==> src/rtl/core/ats_pkg.sv <==
// ----------------------------------------------------------------------------
// ats_pkg
// Shared types, register map and constants of the antenna tuning sweep.
// ----------------------------------------------------------------------------
`default_nettype none

package ats_pkg;

  localparam int CAP_CODES_DEF = 16;

  localparam int EDGE_W = 20;
  localparam int TICK_W = 24;
  localparam int CAP_W  = 4;
  localparam int ADDR_W = 4;
  localparam int DATA_W = 32;

  localparam logic [EDGE_W-1:0] EDGE_MAX = {EDGE_W{1'b1}};
  localparam logic [TICK_W-1:0] TICK_MAX = {TICK_W{1'b1}};

  // reset values of the configuration registers
  localparam logic [EDGE_W-1:0] TARGET_RST = EDGE_W'(3125);
  localparam logic [TICK_W-1:0] SETTLE_RST = TICK_W'(10000);
  localparam logic [TICK_W-1:0] WINDOW_RST = TICK_W'(100000);
  localparam logic [EDGE_W-1:0] LIMIT_RST  = EDGE_W'(10000);

  // register indexes (byte address / 4)
  localparam logic [1:0] REG_TARGET = 2'd0;
  localparam logic [1:0] REG_SETTLE = 2'd1;
  localparam logic [1:0] REG_WINDOW = 2'd2;
  localparam logic [1:0] REG_LIMIT  = 2'd3;

  // sweep phase codes
  localparam logic [1:0] PH_IDLE   = 2'd0;
  localparam logic [1:0] PH_SETTLE = 2'd1;
  localparam logic [1:0] PH_COUNT  = 2'd2;

  typedef struct packed {
    logic [EDGE_W-1:0] target_edges;
    logic [TICK_W-1:0] settle_ticks;
    logic [TICK_W-1:0] window_ticks;
    logic [EDGE_W-1:0] start_limit;
  } ats_cfg_t;

  typedef struct packed {
    logic [CAP_W-1:0]  cap_drive;
    logic              show_oscillator;
    logic              busy_res;
    logic              done_res;
    logic [CAP_W-1:0]  chosen_cap;
    logic [EDGE_W-1:0] last_edges;
  } ats_result_t;

endpackage

`default_nettype wire

==> src/rtl/core/ats_regs.sv <==
// ----------------------------------------------------------------------------
// ats_regs
// APB-style configuration registers of the tuning sweep.
// ----------------------------------------------------------------------------
`default_nettype none

module ats_regs (
  input  wire logic                       clk,
  input  wire logic                       rst,
  input  wire logic                       psel,
  input  wire logic                       penable,
  input  wire logic                       pwrite,
  input  wire logic [ats_pkg::ADDR_W-1:0] paddr,
  input  wire logic [ats_pkg::DATA_W-1:0] pwdata,
  output logic      [ats_pkg::DATA_W-1:0] prdata,
  output logic                            pready,
  output ats_pkg::ats_cfg_t               cfg
);
  import ats_pkg::*;

  logic       wr_en;
  logic [1:0] reg_idx;

  assign pready  = 1'b1;
  assign wr_en   = psel & penable & pwrite;
  assign reg_idx = paddr[3:2];

  always_ff @(posedge clk) begin
    if (rst) begin
      cfg.target_edges <= TARGET_RST;
      cfg.settle_ticks <= SETTLE_RST;
      cfg.window_ticks <= WINDOW_RST;
      cfg.start_limit  <= LIMIT_RST;
    end else if (wr_en) begin
      unique case (reg_idx)
        REG_TARGET: cfg.target_edges <= pwdata[EDGE_W-1:0];
        REG_SETTLE: cfg.settle_ticks <= pwdata[TICK_W-1:0];
        REG_WINDOW: cfg.window_ticks <= pwdata[TICK_W-1:0];
        REG_LIMIT:  cfg.start_limit  <= pwdata[EDGE_W-1:0];
        default: begin
        end
      endcase
    end
  end

  always_comb begin
    unique case (reg_idx)
      REG_TARGET: prdata = DATA_W'(cfg.target_edges);
      REG_SETTLE: prdata = DATA_W'(cfg.settle_ticks);
      REG_WINDOW: prdata = DATA_W'(cfg.window_ticks);
      REG_LIMIT:  prdata = DATA_W'(cfg.start_limit);
      default:    prdata = '0;
    endcase
  end

endmodule

`default_nettype wire

==> src/rtl/core/ats_sweep.sv <==
// ----------------------------------------------------------------------------
// ats_sweep
// Sweep sequencer: settle, count and rank codes per tick while they improve.
// ----------------------------------------------------------------------------
`default_nettype none

module ats_sweep #(
  parameter int CAP_CODES = ats_pkg::CAP_CODES_DEF
) (
  input  wire logic                  clk,
  input  wire logic                  rst,
  input  wire logic                  step,
  input  wire logic                  start_req,
  input  wire logic                  lco_edge,
  input  wire ats_pkg::ats_cfg_t     cfg,
  output ats_pkg::ats_result_t       result
);
  import ats_pkg::*;

  localparam int CODE_W = $clog2(CAP_CODES);
  localparam logic [CODE_W-1:0] LAST_CODE = CODE_W'(CAP_CODES - 1);

  logic [1:0]        phase, phase_next;
  logic [CODE_W-1:0] code_index, code_index_next;
  logic [TICK_W-1:0] tick_count, tick_count_next;
  logic [EDGE_W-1:0] edge_count, edge_count_next;
  logic [EDGE_W-1:0] best_difference, best_difference_next;
  logic [CODE_W-1:0] best_code, best_code_next;
  logic [CODE_W-1:0] applied_cap, applied_cap_next;
  logic [CODE_W-1:0] chosen_code, chosen_code_next;
  logic [EDGE_W-1:0] window_result, window_result_next;

  logic [TICK_W-1:0] tick_inc;
  logic [EDGE_W-1:0] edge_inc;
  logic [TICK_W-1:0] window_len;
  logic [EDGE_W-1:0] diff;
  logic              finish;
  logic              done;

  logic [CODE_W+CAP_W-1:0] applied_ext;
  logic [CODE_W+CAP_W-1:0] chosen_ext;

  // saturating counters
  assign tick_inc   = (tick_count != TICK_MAX) ? tick_count + TICK_W'(1) : tick_count;
  assign edge_inc   = (lco_edge && edge_count != EDGE_MAX) ? edge_count + EDGE_W'(1)
                                                           : edge_count;
  assign window_len = (cfg.window_ticks == '0) ? TICK_W'(1) : cfg.window_ticks;
  assign diff       = (edge_inc >= cfg.target_edges) ? edge_inc - cfg.target_edges
                                                     : cfg.target_edges - edge_inc;

  always_comb begin
    phase_next           = phase;
    code_index_next      = code_index;
    tick_count_next      = tick_count;
    edge_count_next      = edge_count;
    best_difference_next = best_difference;
    best_code_next       = best_code;
    applied_cap_next     = applied_cap;
    chosen_code_next     = chosen_code;
    window_result_next   = window_result;
    finish               = 1'b0;
    done                 = 1'b0;
    unique case (phase)
      PH_SETTLE: begin
        tick_count_next = tick_inc;
        if (tick_inc >= cfg.settle_ticks) begin
          phase_next      = PH_COUNT;
          tick_count_next = '0;
          edge_count_next = '0;
        end
      end
      PH_COUNT: begin
        edge_count_next = edge_inc;
        tick_count_next = tick_inc;
        if (tick_inc >= window_len) begin
          window_result_next = edge_inc;
          finish             = 1'b1;
          if (diff < best_difference) begin
            best_difference_next = diff;
            best_code_next       = code_index;
            if (code_index != LAST_CODE) begin
              code_index_next  = code_index + CODE_W'(1);
              applied_cap_next = code_index + CODE_W'(1);
              phase_next       = PH_SETTLE;
              tick_count_next  = '0;
              finish           = 1'b0;
            end
          end
          if (finish) begin
            phase_next       = PH_IDLE;
            chosen_code_next = best_code_next;
            applied_cap_next = best_code_next;
            done             = 1'b1;
          end
        end
      end
      default: begin
        phase_next = PH_IDLE;
        if (start_req) begin
          phase_next           = PH_SETTLE;
          code_index_next      = '0;
          tick_count_next      = '0;
          edge_count_next      = '0;
          best_difference_next = cfg.start_limit;
          best_code_next       = '0;
          applied_cap_next     = '0;
        end
      end
    endcase
  end

  always_ff @(posedge clk) begin
    if (rst) begin
      phase           <= PH_IDLE;
      code_index      <= '0;
      tick_count      <= '0;
      edge_count      <= '0;
      best_difference <= LIMIT_RST;
      best_code       <= '0;
      applied_cap     <= '0;
      chosen_code     <= '0;
      window_result   <= '0;
    end else if (step) begin
      phase           <= phase_next;
      code_index      <= code_index_next;
      tick_count      <= tick_count_next;
      edge_count      <= edge_count_next;
      best_difference <= best_difference_next;
      best_code       <= best_code_next;
      applied_cap     <= applied_cap_next;
      chosen_code     <= chosen_code_next;
      window_result   <= window_result_next;
    end
  end

  // codes show their low four bits
  assign applied_ext = {{CAP_W{1'b0}}, applied_cap_next};
  assign chosen_ext  = {{CAP_W{1'b0}}, chosen_code_next};

  always_comb begin
    result.cap_drive       = applied_ext[CAP_W-1:0];
    result.show_oscillator = (phase_next != PH_IDLE);
    result.busy_res        = (phase_next != PH_IDLE);
    result.done_res        = done;
    result.chosen_cap      = chosen_ext[CAP_W-1:0];
    result.last_edges      = window_result_next;
  end

endmodule

`default_nettype wire

==> src/rtl/core/ats_out_buf.sv <==
// ----------------------------------------------------------------------------
// ats_out_buf
// Result register with a skid stage between the tick and result channels.
// ----------------------------------------------------------------------------
`default_nettype none

module ats_out_buf (
  input  wire logic                 clk,
  input  wire logic                 rst,
  input  wire logic                 push,
  input  wire ats_pkg::ats_result_t push_data,
  output logic                      space,
  output logic                      out_valid,
  input  wire logic                 out_ready,
  output ats_pkg::ats_result_t      out_data
);
  import ats_pkg::*;

  ats_result_t skid_data;
  logic        skid_valid;
  logic        pop;

  assign space = ~skid_valid;
  assign pop   = out_valid & out_ready;

  always_ff @(posedge clk) begin
    if (rst) begin
      out_valid  <= 1'b0;
      skid_valid <= 1'b0;
    end else if (skid_valid) begin
      if (pop) begin
        skid_valid <= 1'b0;
      end
    end else if (push && (!out_valid || pop)) begin
      out_valid <= 1'b1;
    end else if (push) begin
      skid_valid <= 1'b1;
    end else if (pop) begin
      out_valid <= 1'b0;
    end
  end

  always_ff @(posedge clk) begin
    if (skid_valid) begin
      if (pop) begin
        out_data <= skid_data;
      end
    end else if (push && (!out_valid || pop)) begin
      out_data <= push_data;
    end else if (push) begin
      skid_data <= push_data;
    end
  end

endmodule

`default_nettype wire

==> src/rtl/core/antenna_tuning_sweep.sv <==
// ----------------------------------------------------------------------------
// antenna_tuning_sweep
// LC antenna auto-tune: sweeps capacitor codes and keeps the closest count.
// ----------------------------------------------------------------------------
// The result of a tick transfer is registered. Throughput: one tick per
// cycle while in_ready is high; the sweep state updates in a single pass.
// A skid stage lets one more tick in while a result is held by out_ready.
// Reset (rst, synchronous): sweep idle, codes and counts zero, registers
// back to target 3125, settle 10000, window 100000, start limit 10000.
`default_nettype none

module antenna_tuning_sweep #(
  parameter int CAP_CODES = ats_pkg::CAP_CODES_DEF
) (
  input  wire logic                        clk,
  input  wire logic                        rst,
  // configuration port
  input  wire logic                        psel,
  input  wire logic                        penable,
  input  wire logic                        pwrite,
  input  wire logic [ats_pkg::ADDR_W-1:0]  paddr,
  input  wire logic [ats_pkg::DATA_W-1:0]  pwdata,
  output logic      [ats_pkg::DATA_W-1:0]  prdata,
  output logic                             pready,
  // tick channel
  input  wire logic                        in_valid,
  output logic                             in_ready,
  input  wire logic                        start_req,
  input  wire logic                        lco_edge,
  // result channel
  output logic                             out_valid,
  input  wire logic                        out_ready,
  output logic      [ats_pkg::CAP_W-1:0]   cap_drive,
  output logic                             show_oscillator,
  output logic                             busy_res,
  output logic                             done_res,
  output logic      [ats_pkg::CAP_W-1:0]   chosen_cap,
  output logic      [ats_pkg::EDGE_W-1:0]  last_edges
);
  import ats_pkg::*;

  ats_cfg_t    cfg;
  ats_result_t step_result;
  ats_result_t out_data;
  logic        tick_xfer;
  logic        buf_space;

  // Configuration registers, read straight by the sweep so that a new
  // value counts from the next compare on.
  ats_regs u_regs (
    .clk     (clk),
    .rst     (rst),
    .psel    (psel),
    .penable (penable),
    .pwrite  (pwrite),
    .paddr   (paddr),
    .pwdata  (pwdata),
    .prdata  (prdata),
    .pready  (pready),
    .cfg     (cfg)
  );

  // Advance the sweep by one tick on each tick transfer; the result
  // carries the state as it stands after that tick.
  assign in_ready  = buf_space;
  assign tick_xfer = in_valid & in_ready;

  ats_sweep #(
    .CAP_CODES (CAP_CODES)
  ) u_sweep (
    .clk       (clk),
    .rst       (rst),
    .step      (tick_xfer),
    .start_req (start_req),
    .lco_edge  (lco_edge),
    .cfg       (cfg),
    .result    (step_result)
  );

  // Hold results in the output register, spill into the skid stage when
  // the consumer stalls, and stop taking ticks only when both are full.
  ats_out_buf u_out_buf (
    .clk       (clk),
    .rst       (rst),
    .push      (tick_xfer),
    .push_data (step_result),
    .space     (buf_space),
    .out_valid (out_valid),
    .out_ready (out_ready),
    .out_data  (out_data)
  );

  assign cap_drive       = out_data.cap_drive;
  assign show_oscillator = out_data.show_oscillator;
  assign busy_res        = out_data.busy_res;
  assign done_res        = out_data.done_res;
  assign chosen_cap      = out_data.chosen_cap;
  assign last_edges      = out_data.last_edges;

  // a finishing tick has already left the busy state
  a_done_not_busy: assert property (@(posedge clk) disable iff (rst)
    out_valid && done_res |-> !busy_res)
    else $error("done result still marked busy");

  // the skid stage fills only behind a held result
  a_stall_needs_result: assert property (@(posedge clk) disable iff (rst)
    !in_ready |-> out_valid)
    else $error("tick channel stalled with no result held");

  // oscillator routing follows the run flag
  a_show_tracks_busy: assert property (@(posedge clk) disable iff (rst)
    out_valid |-> show_oscillator == busy_res)
    else $error("show_oscillator differs from busy_res");

  // a stalled tick channel frees up once a result is taken
  a_stall_clears: assert property (@(posedge clk) disable iff (rst)
    !in_ready && out_ready |=> in_ready)
    else $error("skid stage not drained after result transfer");

endmodule

`default_nettype wire
==> config.mk <==
export PLATFORM = sky130hd
export DESIGN_NAME = antenna_tuning_sweep
export DESIGN_NICKNAME = d
export VERILOG_FILES = /design/src/rtl/core/ats_pkg.sv /design/src/rtl/core/ats_regs.sv /design/src/rtl/core/ats_sweep.sv /design/src/rtl/core/ats_out_buf.sv /design/src/rtl/core/antenna_tuning_sweep.sv
export SDC_FILE = /design/constraint.sdc
export NUM_CORES = 1
export LEC_CHECK = 0
export BUFFER_PORTS_ARGS = -buffer_cell sky130_fd_sc_hd__buf_4
export CAP_MARGIN = 20
export CORE_MARGIN = 2
export CORE_UTILIZATION = 40
export DETAILED_ROUTE_END_ITERATION = 7
export PLACE_DENSITY = 0.61
export SYNTH_ARGS = -nofsm -noshare
export SYNTH_HDL_FRONTEND = slang
export SYNTH_SLANG_ARGS = --single-unit
==> constraint.sdc <==
create_clock -name clk -period 9.5 [get_ports clk]
set_clock_uncertainty 0.15 [all_clocks]
set_input_delay 0.95 -clock clk [delete_from_list [all_inputs] [get_ports clk]]
set_output_delay 0.95 -clock clk [all_outputs]
set_load 0.05 [all_outputs]
==> summary.txt, run 1 <==
================================================================================
Status                                                              complete, no violations
Crit end category                                                       register
Data required time of the worst path                                     9.85 ns
Diodes inserted                                                                0
Clk slew on worst S/H paths                                              0.06 ns
Number of flops mapped to enable cells by yosys                               60
Max Fclk                                                                 124 MHz
Average instance area after synthesis                                   8.56 um2
Most used flip-flop cell after synthesis                                 dfxtp_1
Synthesized flop and latch total                                             252
Number of remaining DRC errors                                                 0
Detail-routed via count per cell                                            5.53
Final antenna-violating net count                                              0
Final-layout setup total negative slack                                     0 ns
Setup-violating endpoint count in the final report                             0
Final weighted congestion of routability-driven global placement           0.917
Number of max-capacitance violations reported                                  0
Worst-case headroom to the max-slew limit                                  0.247
Std cell rows                                                                 70
Clock insertion delay at the later pin of the skew report                0.56 ns
Floorplan core area                                                    36700 um2
Signal arrival time at the worst endpoint                                8.42 ns
Leakage                                                                  6.84 nW
Post-synthesis cell type with the largest combined area                  dfxtp_1
Clock tree from TritonCTS                                                    yes
Drt first-iter violations                                                    917
Cell types occupying the most area after synthesis                  dfxtp_1, edfxtp_1, ha_1
Final slew viol count                                                          0
Die W                                                                     197 um
GRT Util Overall                                                           0.212
Utilization after layout                                                   0.462
Via count                                                                  12600
Post-synthesis instance total                                               1741
Wire length of the first global-routing pass                            65800 um
CTS Hold Buffers Added                                                         0
Final-stage net count                                                       1950
CTS sink cnt                                                                 252
Sequential element share of the synthesized area                           0.379
Total iterations of the first detailed-routing run                             5
Share of the clock period used by the worst path                           0.849
Wire length after detailed routing                                      41400 um
Number of antenna violations at the first check in global routing              0
Least-Margin Pin Slew                                                    1.13 ns
Largest net degree at the start of global routing                             77
Worst hold path class                                               register to register
Die Outline Area                                                       38800 um2
Total CTS buffers                                                             29
PostCTS Resize Cnt                                                             0
Hold WS                                                                 0.304 ns
Starting density of the core                                               0.406
Final hold vios                                                                0
Die Span Y                                                                197 um
Number of ports placed on the die boundary                                   111
Worst setup SP type                                                     register
Fraction of final layout cells with drive strength greater than 1          0.130
Max VDD drop                                                            0.116 mV
Syn. warnings                                                                  0
Synth cell types                                                              77
Area grow syn2layout                                                       13.7%
Critical path type                                                  register to register
Maximum clock insertion buffer count                                           3
Max Fanout on Critical Path                                                   25
Cell area after technology mapping                                     14900 um2
Setup repair after global routing missed its margin                        false
Share of synthesized flip-flops with an asynchronous set or reset              0
Worst setup slack before clock tree synthesis                            1.46 ns
DPL Wire Length                                                         30600 um
Avg WL per Cell                                                          18.1 um
Worst Slack Setup Final                                                  1.43 ns
Port buffer count                                                             91
Level count of the clock H-tree                                                1
Number of buffers inserted to repair setup after CTS                           0
Top-area cell type share of the netlist area                               0.258
Root Buffer                                                            clkbuf_16
Sum of overflow across all layers after global routing                         0
Total power density per cell area                                     149 nW/um2
Via count of the first global-routing pass                                 12000
Min Clock Period, post-route                                             8.07 ns
================================================================================
cell type report:
class | count | area [um2]
Clock buffer | 41 | 791
Clock inverter | 10 | 128
Fill cell | 3488 | 19800
Inverter | 137 | 514
Multi-Input combinational cell | 1255 | 8330
Sequential cell | 252 | 5650
Tap cell | 468 | 586
Timing Repair Buffer | 117 | 951
layout by cell type (no fill, tap or decap), types with 10 or more instances in the layout:
cell type	count
o21ai_1	10
and3_1	24
a21oi_1	147
o211ai_1	26
mux2i_1	19
mux4_2	20
a21o_1	32
mux2_2	33
a211oi_1	22
nand2b_1	18
inv_1	136
buf_4	113
edfxtp_1	60
nor4_1	11
dfxtp_1	192
nor2_1	83
xor2_1	22
clkbuf_16	29
a31oi_1	11
xnor2_1	32
clkbuf_1	10
o21ai_0	76
nor3_1	25
or3_1	14
nand3_1	50
nand4_1	23
nand2_1	295
ha_1	111
worst paths after layout:
kind / startpoint / endpoint / slack [ns] / depth (start not counted)
min: u_sweep.window_result[14]$_SDFFE_PP0P_ / u_sweep.window_result[14]$_SDFFE_PP0P_ / 0.30 / 2
max reg2reg: u_sweep.edge_count[11]$_SDFFE_PP0P_ / u_sweep.best_difference[19]$_SDFFE_PP0P_ / 1.43 / 27
max: u_sweep.edge_count[11]$_SDFFE_PP0P_ / u_sweep.best_difference[19]$_SDFFE_PP0P_ / 1.43 / 27
min reg2reg: u_sweep.window_result[14]$_SDFFE_PP0P_ / u_sweep.window_result[14]$_SDFFE_PP0P_ / 0.30 / 2
through the flow:
step | instance area (um2) | power, W | std cells
after floorplan | 14900 | 0.00136 | 1748
after global placement | 15900 | 0.00145 | 2225
after detailed placement | 16000 | 0.00145 | 2226
after CTS | 16900 | 0.00255 | 2277
after global routing | 16900 | 0.00262 | 2280
final | 16900 | 0.00253 | 2280
sequential cells by signal, indices dropped and copies added (netlist names):
register	cells
u_sweep.phase	2
u_sweep.edge_count	20
u_sweep.code_index	4
u_sweep.chosen_code	4
u_sweep.window_result	20
u_sweep.applied_cap	4
u_regs.cfg	88
u_out_buf.skid_valid	1
u_sweep.best_difference	20
u_out_buf.skid_data	30
u_out_buf.out_data	30
u_sweep.best_code	4
u_out_buf.out_valid	1
u_sweep.tick_count	24
Yosys cell counts, types with 9 or more instances:
cell type,number
nand2_1,295
dfxtp_1,192
a21oi_1,148
inv_1,136
ha_1,111
nor2_1,84
o21ai_0,76
clkbuf_1,72
edfxtp_1,60
nand3_1,50
mux2_2,33
a21o_1,32
xnor2_1,32
nor3_1,26
o211ai_1,26
and3_1,24
nand4_1,23
a211oi_1,22
xor2_1,22
mux4_2,20
mux2i_1,19
nand2b_1,18
buf_4,15
or3_1,14
a31oi_1,11
nor4_1,11
o21ai_1,10
and4_1,9
buf_2,9
nor2b_1,9
o32ai_1,9
metal layers:
layer / wire (um) / up-vias / track usage
met5: 0 / - / 0
met4: 1340 / 0 / 0.0744
met3: 2020 / 69 / 0.0251
met2: 19100 / 337 / 0.349
met1: 18900 / 5958 / 0.288
li1: - / 6233 / -
cell families after synthesis:
logic type                 count (synthesis)  share of synthesized area
and+or+nand+nor                          587                      0.181
AOI/OAI and AO/OA                        420                      0.179
DFF                                      252                      0.379
buffers and inverters                    241                     0.0652
adders and majority gates                113                     0.0959
muxes                                     72                     0.0679
xor gates and xnor gates                  54                     0.0317
other                                      2                   0.000504
critical path, cell delays in order (launching register included):
cell and delay [ns]:
dfxtp_1 0.45, nand4_1 0.30, nor3_1 0.25, and3_1 0.22
nand4_1 0.23, and2_1 0.28, xnor2_1 0.13, buf_4 0.17
ha_1 0.21, fa_1 0.39, o21ai_1 0.27, a311oi_2 0.14
buf_4 0.18, o31a_1 0.31, o211a_1 0.51, a211oi_1 0.34
a21oi_1 0.08, xor2_1 0.20, ha_1 0.21, or4_1 0.50
a21oi_1 0.11, o21ai_0 0.13, a21oi_1 0.39, nor4b_4 0.70
a21o_1 0.73, nand4_1 0.20, o31ai_1 0.11, a41o_1 0.12
report_power, final:
part | total, W | switching (W) | leakage, nW | internal, W
Sequential | 0.00113 | 0.0000127 | 2.13 | 0.00112
Clock | 0.00110 | 0.000443 | 0.441 | 0.000655
Combinational | 0.000297 | 0.000204 | 4.27 | 0.0000931
Total | 0.00253 | 0.000660 | 6.84 | 0.00187
Note: power is estimated with default switching activity, not from simulation.
==> inputs of run 2 (changes only) <==
==> constraint.sdc (replaced) <==
create_clock -name clk -period 8 [get_ports clk]
set_clock_uncertainty 0.15 [all_clocks]
set_input_delay 0.8 -clock clk [delete_from_list [all_inputs] [get_ports clk]]
set_output_delay 0.8 -clock clk [all_outputs]
set_load 0.05 [all_outputs]
==> summary.txt, run 2 (synthesis results as in run 1) <==
================================================================================
Switching part of the total                                                0.256
Number of buffers inserted to repair setup after CTS                           0
Total iterations of the first detailed-routing run                             5
Total buffers and inverters traversed by the critical path                     1
Setup-violating endpoint count in the final report                             0
Floorplan core area                                                    36700 um2
Number of ports placed on the die boundary                                   111
Cell-internal power                                                    0.00235 W
Total power density per cell area                                     184 nW/um2
Worst setup SP type                                                     register
Via count                                                                  12600
Wire length after detailed routing                                      41700 um
Wire length of the first global-routing pass                            66000 um
Status                                                              complete, no violations
Avg WL per Cell                                                          18.2 um
Fraction of final layout cells with drive strength greater than 1          0.138
Maximum clock insertion buffer count                                           3
CTS sink cnt                                                                 252
Area grow syn2layout                                                       15.2%
Net switching power of the design                                     0.000808 W
Drt first-iter violations                                                    886
Registers with the most flip-flops                                  u_regs.cfg x88, u_out_buf.out_data x30, u_out_buf.skid_data x30
Number of remaining DRC errors                                                 0
Port buffer count                                                             91
Std cell rows                                                                 70
Critical path type                                                  register to register
Diodes inserted                                                                0
Layout fillers                                                              3498
Storage cell area                                                       5650 um2
Final hold vios                                                                0
Final-layout setup total negative slack                                     0 ns
Portion of total power attributed to the clock network                     0.461
Largest net degree at the start of global routing                             77
Signal arrival time at the worst endpoint                                7.56 ns
Number of max-capacitance violations reported                                  0
DPL Wire Length                                                         30800 um
Hold WS                                                                 0.288 ns
Min Clock Period, post-route                                             7.41 ns
Most common cell after layout, fill and taps aside                       nand2_1
Register containing the most flip-flops in the final layout           u_regs.cfg
Max Fclk                                                                 135 MHz
Final slew viol count                                                          0
Slowest cell delay on critical path                                      0.50 ns
Leakage                                                                  6.94 nW
Final antenna-violating net count                                              0
Level count of the clock H-tree                                                1
Die Outline Area                                                       38800 um2
Worst-case headroom to the max-slew limit                                  0.243
Largest register FFs                                                          88
Via count of the first global-routing pass                                 11900
Multi-input gate area                                                   8360 um2
Final Power                                                            0.00316 W
Highest-count cells in the layout ignoring fill and taps            nand2_1, dfxtp_1, a21oi_1, inv_1, buf_4
Number of antenna violations at the first check in global routing              0
Sum of overflow across all layers after global routing                         0
Max Fanout on Critical Path                                                   12
Share of power burned in registers                                         0.426
Final weighted congestion of routability-driven global placement           0.943
Starting density of the core                                               0.406
Crit end category                                                       register
Clock insertion delay at the later pin of the skew report                0.57 ns
Most frequent cell on the critical path                                  a21oi_1
Die Span Y                                                                197 um
Root Buffer                                                            clkbuf_16
Crit path max-delay cell type                                              or4_1
Worst hold path class                                               input port to register
GRT Util Overall                                                           0.213
Max VDD drop                                                            0.164 mV
Gate family responsible for the most delay along the worst path     simple AND/OR/NAND/NOR gates
Die W                                                                     197 um
Detail-routed via count per cell                                            5.49
Final-stage net count                                                       1957
Data required time of the worst path                                     8.15 ns
Clk slew on worst S/H paths                                              0.06 ns
Clock tree from TritonCTS                                                    yes
Total CTS buffers                                                             30
CTS Hold Buffers Added                                                         0
Combinational power share                                                  0.113
Least-Margin Pin Slew                                                    1.13 ns
Setup repair after global routing missed its margin                        false
Share of the clock period used by the worst path                           0.926
================================================================================
-- run 2: cell types whose count changed in the layout (fill, tap and decap cells not counted), sizes merged --
| cell | delta |
|---|---|
| clkinv | +1 |
| inv | +1 |
| buf | +6 |
| bufinv | +2 |
| clkbuf | +1 |
-- run 2: repair_timing --
item                                   CTS  global route
setup endpoints to repair                0            52
gates resized for setup                  0             4
endpoints found under the hold margin    0             0
-- run 2: path summary, 6_finish.rpt --
kind,start,end,slack (ns),cells past startpoint
worst min-delay path,out_ready,u_out_buf.skid_valid$_SDFF_PP0_,0.29,2
worst max-delay path,u_sweep.edge_count[11]$_SDFFE_PP0P_,u_out_buf.out_data[20]$_DFFE_PP_,0.59,27
worst max register to register,u_sweep.edge_count[11]$_SDFFE_PP0P_,u_out_buf.out_data[20]$_DFFE_PP_,0.59,27
worst min register to register,u_sweep.tick_count[10]$_SDFFE_PP0P_,u_sweep.tick_count[10]$_SDFFE_PP0P_,0.30,2
-- run 2: layer usage --
metal | wire [um] | track usage | vias up
met1 | 19300 | 0.291 | 5970
met2 | 19500 | 0.355 | 318
met3 | 1920 | 0.0280 | 56
li1 | - | - | 6243
met5 | 0 | 0 | -
met4 | 914 | 0.0576 | 0
-- run 2: layout make-up --
class | instances | area share
Multi-Input combinational cell | 1255 | 0.487
Clock buffer | 42 | 0.0499
Tap cell | 468 | 0.0341
Timing Repair Buffer | 123 | 0.0587
Inverter | 137 | 0.0299
Clock inverter | 14 | 0.0120
Sequential cell | 252 | 0.329
-- run 2: power by group through the flow --
stage               combinational, W  sequential [W]  clock, W
floorplan                   0.000206         0.00141         0
global placement            0.000350         0.00137         0
detailed placement          0.000352         0.00137         0
CTS                         0.000353         0.00135   0.00148
global route                0.000385         0.00135   0.00154
finish                      0.000358         0.00135   0.00146
-- run 2: through the flow --
step	util	instance area [um2]	cells	worst slack, ns
3_3_place_gp	0.436	16000	2231	0.499
6_report	0.468	17200	2291	0.592
3_5_place_dp	0.436	16000	2231	0.445
2_1_floorplan	-	14900	1748	1.42
4_1_cts	0.465	17000	2287	0.381
5_1_grt	0.468	17200	2291	0.0309
